`config.mk`:
```
export PLATFORM = sky130hd
export DESIGN_NAME = safety_stop_latch_with_can_watchdog_unit
export DESIGN_NICKNAME = d
export VERILOG_FILES = /design/src/rtl/sse_pkg.sv /design/src/rtl/sse_regs.sv /design/src/rtl/sse_front.sv /design/src/rtl/sse_queue.sv /design/src/rtl/sse_back.sv /design/src/rtl/safety_stop_latch_with_can_watchdog_unit.sv
export SDC_FILE = /design/constraint.sdc
export NUM_CORES = 1
export LEC_CHECK = 0
export BUFFER_PORTS_ARGS = -buffer_cell sky130_fd_sc_hd__buf_2
export CORE_MARGIN = 2
export CORE_UTILIZATION = 50
export CTS_CLUSTER_DIAMETER = 40
export DETAILED_ROUTE_END_ITERATION = 10
export HOLD_SLACK_MARGIN = 0.02
export PLACE_DENSITY = 0.85
export SKIP_LAST_GASP = 1
export SYNTH_ARGS = -nofsm -noshare
export SYNTH_HDL_FRONTEND = slang
export SYNTH_HIERARCHICAL = 1
export SYNTH_SLANG_ARGS = --single-unit
```
`constraint.sdc`:
```
create_clock -name clock -period 4.8 [get_ports clock]
set_input_delay 0.96 -clock clock [delete_from_list [all_inputs] [get_ports clock]]
set_output_delay 0.96 -clock clock [all_outputs]
set_load 0.02 [all_outputs]
```
`src/rtl/sse_pkg.sv`:
```
package sse_pkg;

   typedef enum logic [2:0] {
      CMD_CAN_FRAME  = 3'd0,
      CMD_TICK       = 3'd1,
      CMD_EXT_STOP   = 3'd2,
      CMD_CLEAR      = 3'd3,
      CMD_SET_ENABLE = 3'd4
   } cmd_type;

   typedef enum logic [2:0] {
      CAUSE_NONE      = 3'd0,
      CAUSE_EXTERNAL  = 3'd1,
      CAUSE_BTN_EVENT = 3'd2,
      CAUSE_BTN_STAT  = 3'd3,
      CAUSE_HB_LOST   = 3'd4
   } cause_type;

   typedef enum logic [2:0] {
      REG_BUTTON_BASE = 3'd0,
      REG_HB_TIMEOUT  = 3'd1,
      REG_FEATURES    = 3'd2,
      REG_DRIVE_A     = 3'd3,
      REG_DRIVE_B     = 3'd4,
      REG_MOTOR_A     = 3'd5,
      REG_MOTOR_B     = 3'd6
   } reg_index_type;

   typedef enum logic [2:0] {
      SLOT_NODE_A      = 3'd0,
      SLOT_NODE_B      = 3'd1,
      SLOT_MOTOR_A_ON  = 3'd2,
      SLOT_MOTOR_A_OFF = 3'd3,
      SLOT_MOTOR_B_ON  = 3'd4,
      SLOT_MOTOR_B_OFF = 3'd5
   } slot_type;

   // feature_enables bit positions
   localparam int FE_DIRECT  = 0;
   localparam int FE_NODE_A  = 1;
   localparam int FE_NODE_B  = 2;
   localparam int FE_MOTOR_A = 3;
   localparam int FE_MOTOR_B = 4;
   localparam int FE_BUTTON  = 5;

   localparam logic [4:0]  ESTOP_ID_LOW   = 5'h02;
   localparam logic [63:0] MOTOR_STOP     = 64'h81;
   localparam logic [63:0] MOTOR_OFF      = 64'h80;
   localparam logic [7:0]  BTN_PRESSED    = 8'h01;
   localparam logic [7:0]  BTN_STAT_MASK  = 8'h11;
   localparam logic [3:0]  FULL_LENGTH    = 4'd8;

   localparam int QUEUE_DEPTH = 4;
   localparam int QUEUE_AW    = 2;

   typedef struct packed {
      logic [10:0] button_base_id;
      logic [15:0] hb_timeout;
      logic [5:0]  features;
      logic [5:0]  drive_node_a;
      logic [5:0]  drive_node_b;
      logic [10:0] motor_id_a;
      logic [10:0] motor_id_b;
   } cfg_type;

   // one queued job: burst count, state for every result, status-word clear flag
   typedef struct packed {
      logic [1:0] bursts;
      logic       latched;
      logic       active;
      cause_type  cause;
      logic       clear_done;
   } job_type;

endpackage

```
`src/rtl/sse_regs.sv`:
```
module sse_regs (
   input  logic             clock,
   input  logic             reset,
   input  logic             psel,
   input  logic             penable,
   input  logic             pwrite,
   input  logic [4:0]       paddr,
   input  logic [31:0]      pwdata,
   output logic [31:0]      prdata,
   output logic             pready,
   output sse_pkg::cfg_type cfg
);
   import sse_pkg::*;

   cfg_type       cfg_ff, cfg_in;
   reg_index_type index;
   logic          wr_en;

   assign index  = reg_index_type'(paddr[4:2]);
   assign wr_en  = psel && penable && pwrite;
   assign pready = 1'b1;
   assign cfg    = cfg_ff;

   always_comb begin
      cfg_in = cfg_ff;
      if (wr_en) begin
         case (index)
            REG_BUTTON_BASE: cfg_in.button_base_id = pwdata[10:0];
            REG_HB_TIMEOUT:  cfg_in.hb_timeout     = pwdata[15:0];
            REG_FEATURES:    cfg_in.features       = pwdata[5:0];
            REG_DRIVE_A:     cfg_in.drive_node_a   = pwdata[5:0];
            REG_DRIVE_B:     cfg_in.drive_node_b   = pwdata[5:0];
            REG_MOTOR_A:     cfg_in.motor_id_a     = pwdata[10:0];
            REG_MOTOR_B:     cfg_in.motor_id_b     = pwdata[10:0];
            default:         cfg_in = cfg_ff;
         endcase
      end
   end

   always_comb begin
      case (index)
         REG_BUTTON_BASE: prdata = {21'd0, cfg_ff.button_base_id};
         REG_HB_TIMEOUT:  prdata = {16'd0, cfg_ff.hb_timeout};
         REG_FEATURES:    prdata = {26'd0, cfg_ff.features};
         REG_DRIVE_A:     prdata = {26'd0, cfg_ff.drive_node_a};
         REG_DRIVE_B:     prdata = {26'd0, cfg_ff.drive_node_b};
         REG_MOTOR_A:     prdata = {21'd0, cfg_ff.motor_id_a};
         REG_MOTOR_B:     prdata = {21'd0, cfg_ff.motor_id_b};
         default:         prdata = 32'd0;
      endcase
   end

   always_ff @(posedge clock) begin
      if (reset) begin
         cfg_ff.button_base_id <= 11'd512;
         cfg_ff.hb_timeout     <= 16'd240;
         cfg_ff.features       <= 6'd63;
         cfg_ff.drive_node_a   <= 6'd0;
         cfg_ff.drive_node_b   <= 6'd2;
         cfg_ff.motor_id_a     <= 11'd321;
         cfg_ff.motor_id_b     <= 11'd322;
      end else begin
         cfg_ff <= cfg_in;
      end
   end

endmodule

```
`src/rtl/sse_front.sv`:
```
module sse_front (
   input  logic             clock,
   input  logic             reset,
   input  sse_pkg::cfg_type cfg,
   input  logic             in_valid,
   output logic             in_ready,
   input  logic [2:0]       in_command,
   input  logic [10:0]      in_rx_id,
   input  logic [3:0]       in_rx_length,
   input  logic [63:0]      in_rx_bytes,
   input  logic             in_flag,
   input  logic             queue_full,
   output logic             push,
   output sse_pkg::job_type push_job
);
   import sse_pkg::*;

   logic        latched_ff, latched_in;
   logic        enabled_ff, enabled_in;
   cause_type   cause_ff, cause_in;
   logic        hb_seen_ff, hb_seen_in;
   logic [15:0] hb_value_ff, hb_value_in;
   logic [15:0] ticks_ff, ticks_in;

   logic        accept;
   logic        emit;
   logic [1:0]  bursts;
   logic        clear_done;
   logic        monitor;
   logic [10:0] status_id;
   logic [15:0] hb;
   logic [15:0] ticks_inc;
   logic        timeout_hit;
   logic        is_event, is_stat_latch, is_stat_hb;

   assign in_ready  = !queue_full;
   assign accept    = in_valid && in_ready;
   assign monitor   = cfg.features[FE_BUTTON];
   assign status_id = cfg.button_base_id + 11'd1;
   assign hb        = {in_rx_bytes[55:48], in_rx_bytes[63:56]};
   assign ticks_inc = (ticks_ff != 16'hFFFF) ? ticks_ff + 16'd1 : ticks_ff;
   assign timeout_hit = enabled_ff && monitor && !latched_ff && hb_seen_ff &&
                        (ticks_inc > cfg.hb_timeout);

   assign is_event      = (in_rx_id == cfg.button_base_id) && (in_rx_length != 4'd0) &&
                          (in_rx_bytes[7:0] == BTN_PRESSED);
   assign is_stat_latch = (in_rx_id == status_id) && (in_rx_length >= 4'd2) &&
                          ((in_rx_bytes[15:8] & BTN_STAT_MASK) != 8'd0);
   assign is_stat_hb    = (in_rx_id == status_id) && (in_rx_length >= FULL_LENGTH);

   always_comb begin
      latched_in  = latched_ff;
      enabled_in  = enabled_ff;
      cause_in    = cause_ff;
      hb_seen_in  = hb_seen_ff;
      hb_value_in = hb_value_ff;
      ticks_in    = ticks_ff;
      emit        = 1'b0;
      bursts      = 2'd0;
      clear_done  = 1'b0;
      case (cmd_type'(in_command))
         CMD_CAN_FRAME: begin
            if (enabled_ff && monitor) begin
               if (is_event) begin
                  latched_in = 1'b1;
                  cause_in   = CAUSE_BTN_EVENT;
                  emit       = 1'b1;
                  bursts     = 2'd1;
               end else if (is_stat_latch) begin
                  if (is_stat_hb) begin
                     hb_value_in = hb;
                     hb_seen_in  = 1'b1;
                     ticks_in    = 16'd0;
                  end
                  latched_in = 1'b1;
                  cause_in   = CAUSE_BTN_STAT;
                  emit       = 1'b1;
                  bursts     = 2'd1;
               end else if (is_stat_hb && (!hb_seen_ff || hb != hb_value_ff)) begin
                  hb_value_in = hb;
                  hb_seen_in  = 1'b1;
                  ticks_in    = 16'd0;
               end
            end
         end
         CMD_TICK: begin
            ticks_in = ticks_inc;
            emit     = 1'b1;
            if (timeout_hit) begin
               latched_in = 1'b1;
               cause_in   = CAUSE_HB_LOST;
            end
            // a watchdog latch sends its own burst, then the latched burst again
            bursts = {1'b0, timeout_hit} +
                     {1'b0, enabled_ff && (latched_ff || timeout_hit)};
         end
         CMD_EXT_STOP: begin
            if (enabled_ff) begin
               latched_in = 1'b1;
               cause_in   = CAUSE_EXTERNAL;
               emit       = 1'b1;
               bursts     = 2'd1;
            end
         end
         CMD_CLEAR: begin
            emit       = 1'b1;
            clear_done = in_flag;
            if (in_flag) begin
               latched_in = 1'b0;
               cause_in   = CAUSE_NONE;
            end
         end
         CMD_SET_ENABLE: begin
            emit       = 1'b1;
            enabled_in = in_flag;
            if (!in_flag) begin
               latched_in = 1'b0;
               cause_in   = CAUSE_NONE;
            end
         end
         default: emit = 1'b0;
      endcase
   end

   assign push                = accept && emit;
   assign push_job.bursts     = bursts;
   assign push_job.latched    = latched_in;
   assign push_job.active     = enabled_in;
   assign push_job.cause      = cause_in;
   assign push_job.clear_done = clear_done;

   always_ff @(posedge clock) begin
      if (reset) begin
         latched_ff  <= 1'b0;
         enabled_ff  <= 1'b1;
         cause_ff    <= CAUSE_NONE;
         hb_seen_ff  <= 1'b0;
         hb_value_ff <= 16'd0;
         ticks_ff    <= 16'd0;
      end else if (accept) begin
         latched_ff  <= latched_in;
         enabled_ff  <= enabled_in;
         cause_ff    <= cause_in;
         hb_seen_ff  <= hb_seen_in;
         hb_value_ff <= hb_value_in;
         ticks_ff    <= ticks_in;
      end
   end

endmodule

```
`src/rtl/sse_queue.sv`:
```
module sse_queue (
   input  logic             clock,
   input  logic             reset,
   input  logic             push,
   input  sse_pkg::job_type push_job,
   output logic             full,
   input  logic             pop,
   output logic             job_valid,
   output sse_pkg::job_type job
);
   import sse_pkg::*;

   localparam logic [QUEUE_AW:0] DEPTH = (QUEUE_AW + 1)'(QUEUE_DEPTH);

   job_type               slots_ff [QUEUE_DEPTH];
   logic [QUEUE_AW-1:0]   wr_ptr_ff, wr_ptr_in;
   logic [QUEUE_AW-1:0]   rd_ptr_ff, rd_ptr_in;
   logic [QUEUE_AW:0]     count_ff, count_in;
   logic                  do_pop;

   assign full      = (count_ff == DEPTH);
   assign job_valid = (count_ff != '0);
   assign job       = slots_ff[rd_ptr_ff];
   assign do_pop    = pop && job_valid;

   always_comb begin
      wr_ptr_in = push   ? wr_ptr_ff + 1'b1 : wr_ptr_ff;
      rd_ptr_in = do_pop ? rd_ptr_ff + 1'b1 : rd_ptr_ff;
      count_in  = count_ff;
      if (push && !do_pop) begin
         count_in = count_ff + 1'b1;
      end else if (do_pop && !push) begin
         count_in = count_ff - 1'b1;
      end
   end

   always_ff @(posedge clock) begin
      if (push) begin
         slots_ff[wr_ptr_ff] <= push_job;
      end
   end

   always_ff @(posedge clock) begin
      if (reset) begin
         wr_ptr_ff <= '0;
         rd_ptr_ff <= '0;
         count_ff  <= '0;
      end else begin
         wr_ptr_ff <= wr_ptr_in;
         rd_ptr_ff <= rd_ptr_in;
         count_ff  <= count_in;
      end
   end

endmodule

```
`src/rtl/sse_back.sv`:
```
module sse_back #(
   parameter int DRIVE_NODES = 2,
   parameter int MOTOR_IDS   = 2
) (
   input  logic             clock,
   input  logic             reset,
   input  sse_pkg::cfg_type cfg,
   input  logic             job_valid,
   input  sse_pkg::job_type job,
   output logic             pop,
   output logic             out_valid,
   input  logic             out_ready,
   output logic             out_kind,
   output logic [10:0]      out_tx_id,
   output logic [3:0]       out_tx_length,
   output logic [63:0]      out_tx_bytes,
   output logic             out_latched,
   output logic             out_active,
   output logic [2:0]       out_stop_cause,
   output logic             out_clear_done,
   output logic             out_last
);
   import sse_pkg::*;

   localparam logic HAS_NODE_B  = (DRIVE_NODES >= 2);
   localparam logic HAS_MOTOR_B = (MOTOR_IDS >= 2);

   slot_type    slot_ff, slot_in;
   logic [1:0]  pass_ff, pass_in;
   logic        valid_ff, valid_in;
   logic        kind_ff, kind_in;
   logic [10:0] id_ff, id_in;
   logic [3:0]  len_ff, len_in;
   logic [63:0] bytes_ff, bytes_in;
   logic        latched_ff, latched_in;
   logic        active_ff, active_in;
   logic [2:0]  cause_ff, cause_in;
   logic        clear_ff, clear_in;
   logic        last_ff, last_in;

   logic        step;
   logic        in_burst;
   logic        slot_en;
   logic        load;
   logic [10:0] slot_id;
   logic [3:0]  slot_len;
   logic [63:0] slot_bytes;

   assign step     = job_valid && (!valid_ff || out_ready);
   assign in_burst = (pass_ff < job.bursts);

   always_comb begin
      slot_en    = 1'b0;
      slot_id    = '0;
      slot_len   = 4'd0;
      slot_bytes = '0;
      case (slot_ff)
         SLOT_NODE_A: begin
            slot_en = cfg.features[FE_NODE_A];
            slot_id = {cfg.drive_node_a, ESTOP_ID_LOW};
         end
         SLOT_NODE_B: begin
            slot_en = cfg.features[FE_NODE_B] && HAS_NODE_B;
            slot_id = {cfg.drive_node_b, ESTOP_ID_LOW};
         end
         SLOT_MOTOR_A_ON: begin
            slot_en    = cfg.features[FE_MOTOR_A];
            slot_id    = cfg.motor_id_a;
            slot_len   = FULL_LENGTH;
            slot_bytes = MOTOR_STOP;
         end
         SLOT_MOTOR_A_OFF: begin
            slot_en    = cfg.features[FE_MOTOR_A];
            slot_id    = cfg.motor_id_a;
            slot_len   = FULL_LENGTH;
            slot_bytes = MOTOR_OFF;
         end
         SLOT_MOTOR_B_ON: begin
            slot_en    = cfg.features[FE_MOTOR_B] && HAS_MOTOR_B;
            slot_id    = cfg.motor_id_b;
            slot_len   = FULL_LENGTH;
            slot_bytes = MOTOR_STOP;
         end
         SLOT_MOTOR_B_OFF: begin
            slot_en    = cfg.features[FE_MOTOR_B] && HAS_MOTOR_B;
            slot_id    = cfg.motor_id_b;
            slot_len   = FULL_LENGTH;
            slot_bytes = MOTOR_OFF;
         end
         default: slot_en = 1'b0;
      endcase
      // direct stop off empties every burst
      slot_en = slot_en && cfg.features[FE_DIRECT];
   end

   // walk one frame slot per step; after the bursts, send the status word and drop the job
   always_comb begin
      slot_in = slot_ff;
      pass_in = pass_ff;
      pop     = 1'b0;
      if (step) begin
         if (in_burst) begin
            if (slot_ff == SLOT_MOTOR_B_OFF) begin
               slot_in = SLOT_NODE_A;
               pass_in = pass_ff + 2'd1;
            end else begin
               slot_in = slot_type'(slot_ff + 3'd1);
            end
         end else begin
            pop     = 1'b1;
            slot_in = SLOT_NODE_A;
            pass_in = 2'd0;
         end
      end
   end

   assign load = step && (!in_burst || slot_en);

   always_comb begin
      valid_in   = load ? 1'b1 : (valid_ff && !out_ready);
      kind_in    = kind_ff;
      id_in      = id_ff;
      len_in     = len_ff;
      bytes_in   = bytes_ff;
      latched_in = latched_ff;
      active_in  = active_ff;
      cause_in   = cause_ff;
      clear_in   = clear_ff;
      last_in    = last_ff;
      if (load) begin
         kind_in    = in_burst;
         id_in      = in_burst ? slot_id : 11'd0;
         len_in     = in_burst ? slot_len : 4'd0;
         bytes_in   = in_burst ? slot_bytes : 64'd0;
         latched_in = job.latched;
         active_in  = job.active;
         cause_in   = job.cause;
         clear_in   = !in_burst && job.clear_done;
         last_in    = !in_burst;
      end
   end

   always_ff @(posedge clock) begin
      kind_ff    <= kind_in;
      id_ff      <= id_in;
      len_ff     <= len_in;
      bytes_ff   <= bytes_in;
      latched_ff <= latched_in;
      active_ff  <= active_in;
      cause_ff   <= cause_in;
      clear_ff   <= clear_in;
      last_ff    <= last_in;
   end

   always_ff @(posedge clock) begin
      if (reset) begin
         slot_ff  <= SLOT_NODE_A;
         pass_ff  <= 2'd0;
         valid_ff <= 1'b0;
      end else begin
         slot_ff  <= slot_in;
         pass_ff  <= pass_in;
         valid_ff <= valid_in;
      end
   end

   assign out_valid      = valid_ff;
   assign out_kind       = kind_ff;
   assign out_tx_id      = id_ff;
   assign out_tx_length  = len_ff;
   assign out_tx_bytes   = bytes_ff;
   assign out_latched    = latched_ff;
   assign out_active     = active_ff;
   assign out_stop_cause = cause_ff;
   assign out_clear_done = clear_ff;
   assign out_last       = last_ff;

endmodule

```
`src/rtl/safety_stop_latch_with_can_watchdog_unit.sv`:
```
// The result word is registered; a disabled frame slot takes a step of its own without a word.
// Throughput: the front takes one item per cycle while its 4-entry job queue has room.
// The back sequencer walks one frame slot per step, 6 slots per burst, then sends the status word;
// an item carries up to two bursts, and the back sequencer waits while the result side stalls.
// Reset (synchronous, active high) restores register defaults and the latch state and
// empties the job queue and the output register.
module safety_stop_latch_with_can_watchdog_unit #(
   parameter int DRIVE_NODES = 2,
   parameter int MOTOR_IDS   = 2
) (
   input  logic        clock,
   input  logic        reset,
   input  logic        req_tvalid,
   output logic        req_tready,
   input  logic [79:0] req_tdata,  // rx_id[10:0], rx_length[14:11], rx_bytes[78:15], flag[79]
   input  logic [2:0]  req_tuser,  // command[2:0]
   output logic        rsp_tvalid,
   input  logic        rsp_tready,
   output logic [87:0] rsp_tdata,  // tx_id[10:0], tx_length[14:11], tx_bytes[78:15],
                                   // latched[79], active[80], stop_cause[83:81],
                                   // clear_done[84], zero[87:85]
   output logic        rsp_tuser,  // kind[0]
   output logic        rsp_tlast,
   input  logic        csr_psel,
   input  logic        csr_penable,
   input  logic        csr_pwrite,
   input  logic [4:0]  csr_paddr,
   input  logic [31:0] csr_pwdata,
   output logic [31:0] csr_prdata,
   output logic        csr_pready
);
   import sse_pkg::*;

   cfg_type     cfg;
   logic        queue_full;
   logic        push;
   job_type     push_job;
   logic        pop;
   logic        job_valid;
   job_type     job;
   logic        out_kind;
   logic [10:0] out_tx_id;
   logic [3:0]  out_tx_length;
   logic [63:0] out_tx_bytes;
   logic        out_latched;
   logic        out_active;
   logic [2:0]  out_stop_cause;
   logic        out_clear_done;

   sse_regs u_regs (
      .clock   (clock),
      .reset   (reset),
      .psel    (csr_psel),
      .penable (csr_penable),
      .pwrite  (csr_pwrite),
      .paddr   (csr_paddr),
      .pwdata  (csr_pwdata),
      .prdata  (csr_prdata),
      .pready  (csr_pready),
      .cfg     (cfg)
   );

   sse_front u_front (
      .clock        (clock),
      .reset        (reset),
      .cfg          (cfg),
      .in_valid     (req_tvalid),
      .in_ready     (req_tready),
      .in_command   (req_tuser),
      .in_rx_id     (req_tdata[10:0]),
      .in_rx_length (req_tdata[14:11]),
      .in_rx_bytes  (req_tdata[78:15]),
      .in_flag      (req_tdata[79]),
      .queue_full   (queue_full),
      .push         (push),
      .push_job     (push_job)
   );

   sse_queue u_queue (
      .clock     (clock),
      .reset     (reset),
      .push      (push),
      .push_job  (push_job),
      .full      (queue_full),
      .pop       (pop),
      .job_valid (job_valid),
      .job       (job)
   );

   sse_back #(
      .DRIVE_NODES (DRIVE_NODES),
      .MOTOR_IDS   (MOTOR_IDS)
   ) u_back (
      .clock          (clock),
      .reset          (reset),
      .cfg            (cfg),
      .job_valid      (job_valid),
      .job            (job),
      .pop            (pop),
      .out_valid      (rsp_tvalid),
      .out_ready      (rsp_tready),
      .out_kind       (out_kind),
      .out_tx_id      (out_tx_id),
      .out_tx_length  (out_tx_length),
      .out_tx_bytes   (out_tx_bytes),
      .out_latched    (out_latched),
      .out_active     (out_active),
      .out_stop_cause (out_stop_cause),
      .out_clear_done (out_clear_done),
      .out_last       (rsp_tlast)
   );

   assign rsp_tuser = out_kind;
   assign rsp_tdata = {3'd0, out_clear_done, out_stop_cause, out_active, out_latched,
                       out_tx_bytes, out_tx_length, out_tx_id};

endmodule

```
==> flow_summary.ini, run 1 <==
[run_status]
outcome = complete, no violations

[layout]
fin_util_pct = 55.49
fin_area_um2 = 11300
area.growth.synth_to_final_pct = 8.143
nets = 1302
drive_gt1_share_pct = 15.92

[grt]
overflow = 0
grt_start_max_net_pins = 99
grt_pass1_vias = 7423
grt_first_pass_wirelength_um = 37370
grt_usage_pct = 21.27
antenna_found_initial = 0

[sta]
fin_worst_skew_ps = 13.83
max_freq_mhz = 224.1
setup_violations = 0
fin_tns_setup_ps = 0
setup_ws_ps = 338.4
hold_violations = 0
hold_slack_ps = 489.1
relSlewSlack_pct = 28.16
period_needed_ps = 4462
fin_crit_sh_pct = 92.95
tightestPinTransition_ps = 1068
rsz0062_at_grt = no
slew_violations = 0

[clock_tree]
cts_buffer_depth = 2
cts_num_sinks = 174
htreeDepth = 4
cts-buffers-inserted = 17
insertion_delay_ps = 430
ctsHoldBuffers = 0
cts_tree = built
cts.clk_slew.worst_paths_ps = 70
clockRootBuffer = clkbuf_16

[job]
drv_cap = 0

[synthesis]
synth.avg_cell_area_um2 = 9.666
synth_top_area_share_pct = 22.99
ys_warn_count = 6
ys_types = 91
yosys-top-cells-count = 120 x dfxtp_1, 115 x mux2i_1, 94 x buf_4
synth.most_common_cell = dfxtp_1
synth_largest_area_cell = dfxtp_1
ys_ff_latch = 174
yosysSeqAreaShare_pct = 38.51
netlist_top_cells_area = dfxtp_1 23%, edfxtp_1 16%, mux2i_1 11%
syn_area_um2 = 10450
synth_edf_count = 54
synth_ff_type = dfxtp_1
syn-instance-count = 1081
async_flop_share_pct = 0

[drt]
postRouteAntennaNets = 0
dr.pass1.iters = 5
totalWireLength_um = 23830
routed_via_density = 5.548
drc = 0
first_iter_violations = 751
routedWlPerCell_um = 16.63
vias = 7951

[power]
leakage_nw = 4.782
powerDensity_nw_per_um2 = 344.8
vdd_drop_max_uv = 251.8

[hold_path]
hold_path.class = flip-flop to flip-flop

[placement]
place_congestion = 0.9429
io_buffers = 110
dpl.hpwl_um = 17120
place_area_um2 = 10690
place_ws_ps = 328.2

[critical_path]
cp_max_fo = 8
worst-setup-path-type = flip-flop to flip-flop
crit_required_ps = 5100
endpoint_kind = flip-flop
critical_path_arrival_ps = 4760
cp-start-kind = flip-flop

[floorplanning]
dieArea_um2 = 22070
die_height_um = 148.6
rows = 52
num_io_pins = 252
die_w_um = 148.6
core_area_um2 = 20360
start_util_pct = 51.31
## power breakdown
part           internal [mW]  total, mW  switching [mW]
clock network          0.788       1.41           0.625
logic                  0.239      0.735           0.495
registers               1.67       1.75          0.0804
total                   2.70       3.90            1.20
## worst max-delay path: stages, from the launching register on
cell and delay, ps:
dfxtp_1 430, ha_1 220, nand3_1 180, nor4_1 470, nand3_1 380, nand2_1 220, ha_1 270, nand4_1 180
nor3_1 100, a2111o_1 470, o31ai_2 500, nor2_1 220, or2_0 290, nor3_1 220, buf_4 170
## layout make-up
cell class / instances / area (um^2)
Antenna cell: 1 / 2.502
Inverter: 37 / 138.9
Tap cell: 270 / 337.8
Multi-Input combinational cell: 804 / 5607
Timing Repair Buffer: 115 / 590.6
Fill cell: 1716 / 9065
Clock buffer: 17 / 425.4
Sequential cell: 174 / 4024
Clock inverter: 15 / 173.9
## cell families (layout without fill, tap and decap cells)
| group | count (synthesis) | after routing | share of synthesized area, % |
|---|---|---|---|
| other | 4 | 86 | 0.1437 |
| XOR/XNOR | 47 | 47 | 4.012 |
| buffers and inverters | 184 | 184 | 10.81 |
| AND/OR/NAND/NOR | 367 | 367 | 19.49 |
| AO/OA/AOI/OAI | 155 | 155 | 10.99 |
| multiplexers | 124 | 124 | 12.85 |
| adder cells (fa/ha/maj) | 26 | 26 | 3.185 |
| flip-flops | 174 | 174 | 38.51 |
## through the flow
step | power (mW) | std cells
after floorplan | 2.372 | 1162
after global placement | 2.493 | 1400
after detailed placement | 2.511 | 1400
after CTS | 3.914 | 1432
after global routing | 4.054 | 1432
final | 3.896 | 1433
## repair_timing
action,CTS,global route
endpoints found under the setup margin,0,4
setup buffers,0,0
gates resized for setup,0,1
## per-layer routing
metal	vias up	share of wire, %	global-route usage (%)
met5	-	0	0
met4	0	2.3	7.714
met3	38	7.0	4.264
met2	347	47	34.58
met1	3763	43	28.26
li1	3803	-	-
## state kept, by name (all words and copies together) (netlist names), 2 cells and up, named ones only
name                   flops
u_back/pass_ff             2
u_back/out_tx_bytes        2
u_queue/rd_ptr_ff          2
u_front/hb_value_ff       16
u_queue/slots_ff          32
u_front/ticks_ff          16
u_back/out_tx_id          11
u_regs/cfg                67
u_back/out_stop_cause      3
u_back/slot_ff             3
u_queue/wr_ptr_ff          2
u_queue/count_ff           3
u_front/cause_ff           3
## cell usage in the layout, fill, tap and decap left out, types with 10 or more instances in the layout
cell         n
a22oi_1     10
nor2b_1     20
and2_1      18
edfxtp_1    54
nand3_1     20
nor2_1      82
nand2_1     60
nand3b_1    13
a21oi_1     25
xnor2_1     33
conb_1      85
nor3_1      13
clkbuf_16   17
ha_1        25
xor2_1      13
inv_1       37
nand2b_1    70
buf_2      109
dfxtp_1    120
o21ai_0     25
mux2i_1    115
nand4_1     15
## worst paths after layout
kind	startpoint	to	slack, ps	cells past startpoint
setup reg to reg	u_front/ticks_ff[0]	u_queue/slots_ff[3][2]	340	14
hold reg to reg	u_front/cause_ff[1]	u_front/cause_ff[1]	490	2
setup / recovery	u_front/ticks_ff[0]	u_queue/slots_ff[3][2]	340	14
hold / removal	u_front/cause_ff[1]	u_front/cause_ff[1]	490	2
Note: power is estimated with default switching activity, not from simulation.
==> inputs of run 2 (changes only) <==
--- a/config.mk
+++ b/config.mk
@@ -5,8 +5,9 @@
 export SDC_FILE = /design/constraint.sdc
 export NUM_CORES = 1
 export LEC_CHECK = 0
+export ABC_AREA = 1
 export BUFFER_PORTS_ARGS = -buffer_cell sky130_fd_sc_hd__buf_2
-export CORE_MARGIN = 2
+export CORE_MARGIN = 3
 export CORE_UTILIZATION = 50
 export CTS_CLUSTER_DIAMETER = 40
 export DETAILED_ROUTE_END_ITERATION = 10
==> flow_summary.ini, run 2 <==
[critical_path]
crit_required_ps = 3840
cp_slowest_cell = nor2_1
critical-path-top-delay-family = simple AND/OR/NAND/NOR gates
reg2regPathDepth = 19
cp-start-kind = input port
cpMostUsedCell = buf_2
reg2reg_to = u_queue/slots_ff[1][3]
max_stage_delay_ps = 720
cp_max_fo = 16
critical_path_arrival_ps = 2790
r2r-start = u_front/ticks_ff[0]
worstPathCellList = buf_2 > inv_2 > nor2_1 > nand3_1 > nand4_1 > buf_2
worst-setup-path-type = input port to primary output
ff2ff_setup_slack_ps = 1180
endpoint_kind = primary output
worstPathBufferInverterCount = 3

[synthesis]
syn_area_um2 = 10660
yosys-top-cells-count = 436 x nand2_1, 262 x nor2_1, 174 x inv_1
synth_edf_count = 54
synth.most_common_cell = nand2_1
yosysSeqAreaShare_pct = 37.76
synth_top_area_share_pct = 22.54
synth.avg_cell_area_um2 = 6.835
ys_ff_latch = 174
ys_types = 45
synth_ff_type = dfxtp_1
netlist_top_cells_area = dfxtp_1 23%, nand2_1 15%, edfxtp_1 15%
syn-instance-count = 1559
async_flop_share_pct = 0
synth_largest_area_cell = dfxtp_1
ys_warn_count = 6

[layout]
layout_commonest_cell = nand2_1
drive_gt1_share_pct = 11.68
fin_area_um2 = 11530
nets = 1784
final_cell_mix = 436 x nand2_1, 262 x nor2_1, 173 x inv_1, 123 x nand3_1, 120 x dfxtp_1
fin_util_pct = 56.09
area.growth.synth_to_final_pct = 8.219
n_antenna_cell = 0
largest_reg_flops = 67

[run_status]
outcome = complete, no violations

[grt]
grt_start_max_net_pins = 53
grt_pass1_vias = 9004
overflow = 0
grt_first_pass_wirelength_um = 42840
use_met2_pct = 37.13
grt_usage_pct = 21.77
met3_usage_pct = 3.498
grtUsageMet1_pct = 28.34
antenna_found_initial = 0
gr-max-usage-layer = met2

[power]
p_total_mw = 4.032
powerDensity_nw_per_um2 = 349.6
vdd_drop_max_uv = 215.7
leakage_nw = 5.510

[sta]
fin_worst_skew_ps = 8.083
hold_slack_ps = 474.5
max_freq_mhz = 266.6
rsz0062_at_grt = no
tightestPinTransition_ps = 980.2
fin_crit_sh_pct = 78.15
setup_violations = 0
slew_violations = 0
fin_tns_setup_ps = 0
relSlewSlack_pct = 34.50
hold_violations = 0
period_needed_ps = 3751

[drt]
postRouteAntennaNets = 0
totalWireLength_um = 26120
drc = 0
routed_via_density = 5.156
first_iter_violations = 1246
dr.pass1.iters = 7
routedWlPerCell_um = 13.65
vias = 9868

[clock_tree]
htreeDepth = 4
cts-buffers-inserted = 17
cts_tree = built
cts_resized = 0
clockRootBuffer = clkbuf_16
insertion_delay_ps = 430
cts.clk_slew.worst_paths_ps = 60
postCtsSetupRepairBufs = 0
ctsHoldBuffers = 0
cts_buffer_depth = 2
cts_num_sinks = 174

[floorplanning]
core_area_um2 = 20560
die_w_um = 152.0
rows = 52
dieArea_um2 = 23100
die_height_um = 152.0
num_io_pins = 252
start_util_pct = 51.83

[placement]
dpl.hpwl_um = 19020
place_area_um2 = 10920
place_congestion = 0.9616
io_buffers = 110

[hold_path]
hold_depth = 2
hp-start = u_front/hb_seen_ff
worstHoldEndpoint = u_front/hb_seen_ff
hold_path.class = flip-flop to flip-flop

[job]
drv_cap = 0
## run 2: worst max-delay path by stage
stage                        start                     end  slack (ps)  cells past startpoint
2_1_floorplan         req_tdata[4]     u_queue/count_ff[2]        1770                     24
3_3_place_gp          req_tdata[4]     u_queue/count_ff[2]        1230                     25
3_5_place_dp          req_tdata[4]     u_queue/count_ff[2]        1150                     25
4_1_cts               csr_paddr[3]           csr_prdata[5]        1170                      8
5_1_grt        u_front/ticks_ff[0]  u_queue/slots_ff[1][3]         800                     19
6_report              csr_paddr[3]           csr_prdata[9]        1050                      6
## run 2: final cells by class
type	instances	area (um^2)
fill	1882	9027
multi-input combinational	1139	5285
sequential	174	4024
inverter	185	694.4
timing repair buffer	114	580.6
clock buffer	18	429.2
tap	270	337.8
clock inverter	14	181.4
## run 2: metal layers
metal | wire length (um) | vias up
li1 | - | 4884
met1 | 10890 | 4417
met2 | 12360 | 504
met3 | 2250 | 63
met4 | 619 | 0
met5 | 0 | -
## run 2: cell families (layout without fill, tap and decap cells)
| group | count (synthesis) | count (layout) | synth area share, % |
|---|---|---|---|
| simple gates | 903 | 903 | 35.67 |
| buf+inv | 327 | 331 | 15.55 |
| flops | 174 | 174 | 37.76 |
| compound gates | 104 | 104 | 6.035 |
| fa+ha+maj | 26 | 26 | 3.123 |
| xor+xnor | 21 | 21 | 1.726 |
| other cells | 4 | 85 | 0.1409 |
## run 2: worst register-to-register path: stages, from the launching register on
cell	delay, ps
dfxtp_1	430
ha_1	210
nand2_1	60
inv_1	70
nand2_1	90
inv_1	100
nand2_1	90
nor2_1	300
inv_1	290
nand2_1	190
ha_1	250
a21oi_1	150
o21ai_0	100
a21oi_1	200
nand2_1	120
nand2_1	110
nor2_1	110
or2_2	280
nand2_1	110
inv_1	90
## run 2: where the power goes
part / internal [mW] / total (mW) / switching, mW / leakage (nW)
logic: 0.230 / 0.837 / 0.606 / 3.74
registers: 1.69 / 1.76 / 0.0732 / 1.48
clock network: 0.831 / 1.43 / 0.602 / 0.292
total: 2.75 / 4.03 / 1.28 / 5.51
## run 2: per-stage QoR
| stage | setup WS, ps | cells |
|---|---|---|
| global route | 799.6 | 1914 |
| finish | 1049 | 1914 |
| detailed placement | 1148 | 1882 |
| CTS | 1165 | 1914 |
| global placement | 1229 | 1882 |
| floorplan | 1775 | 1640 |
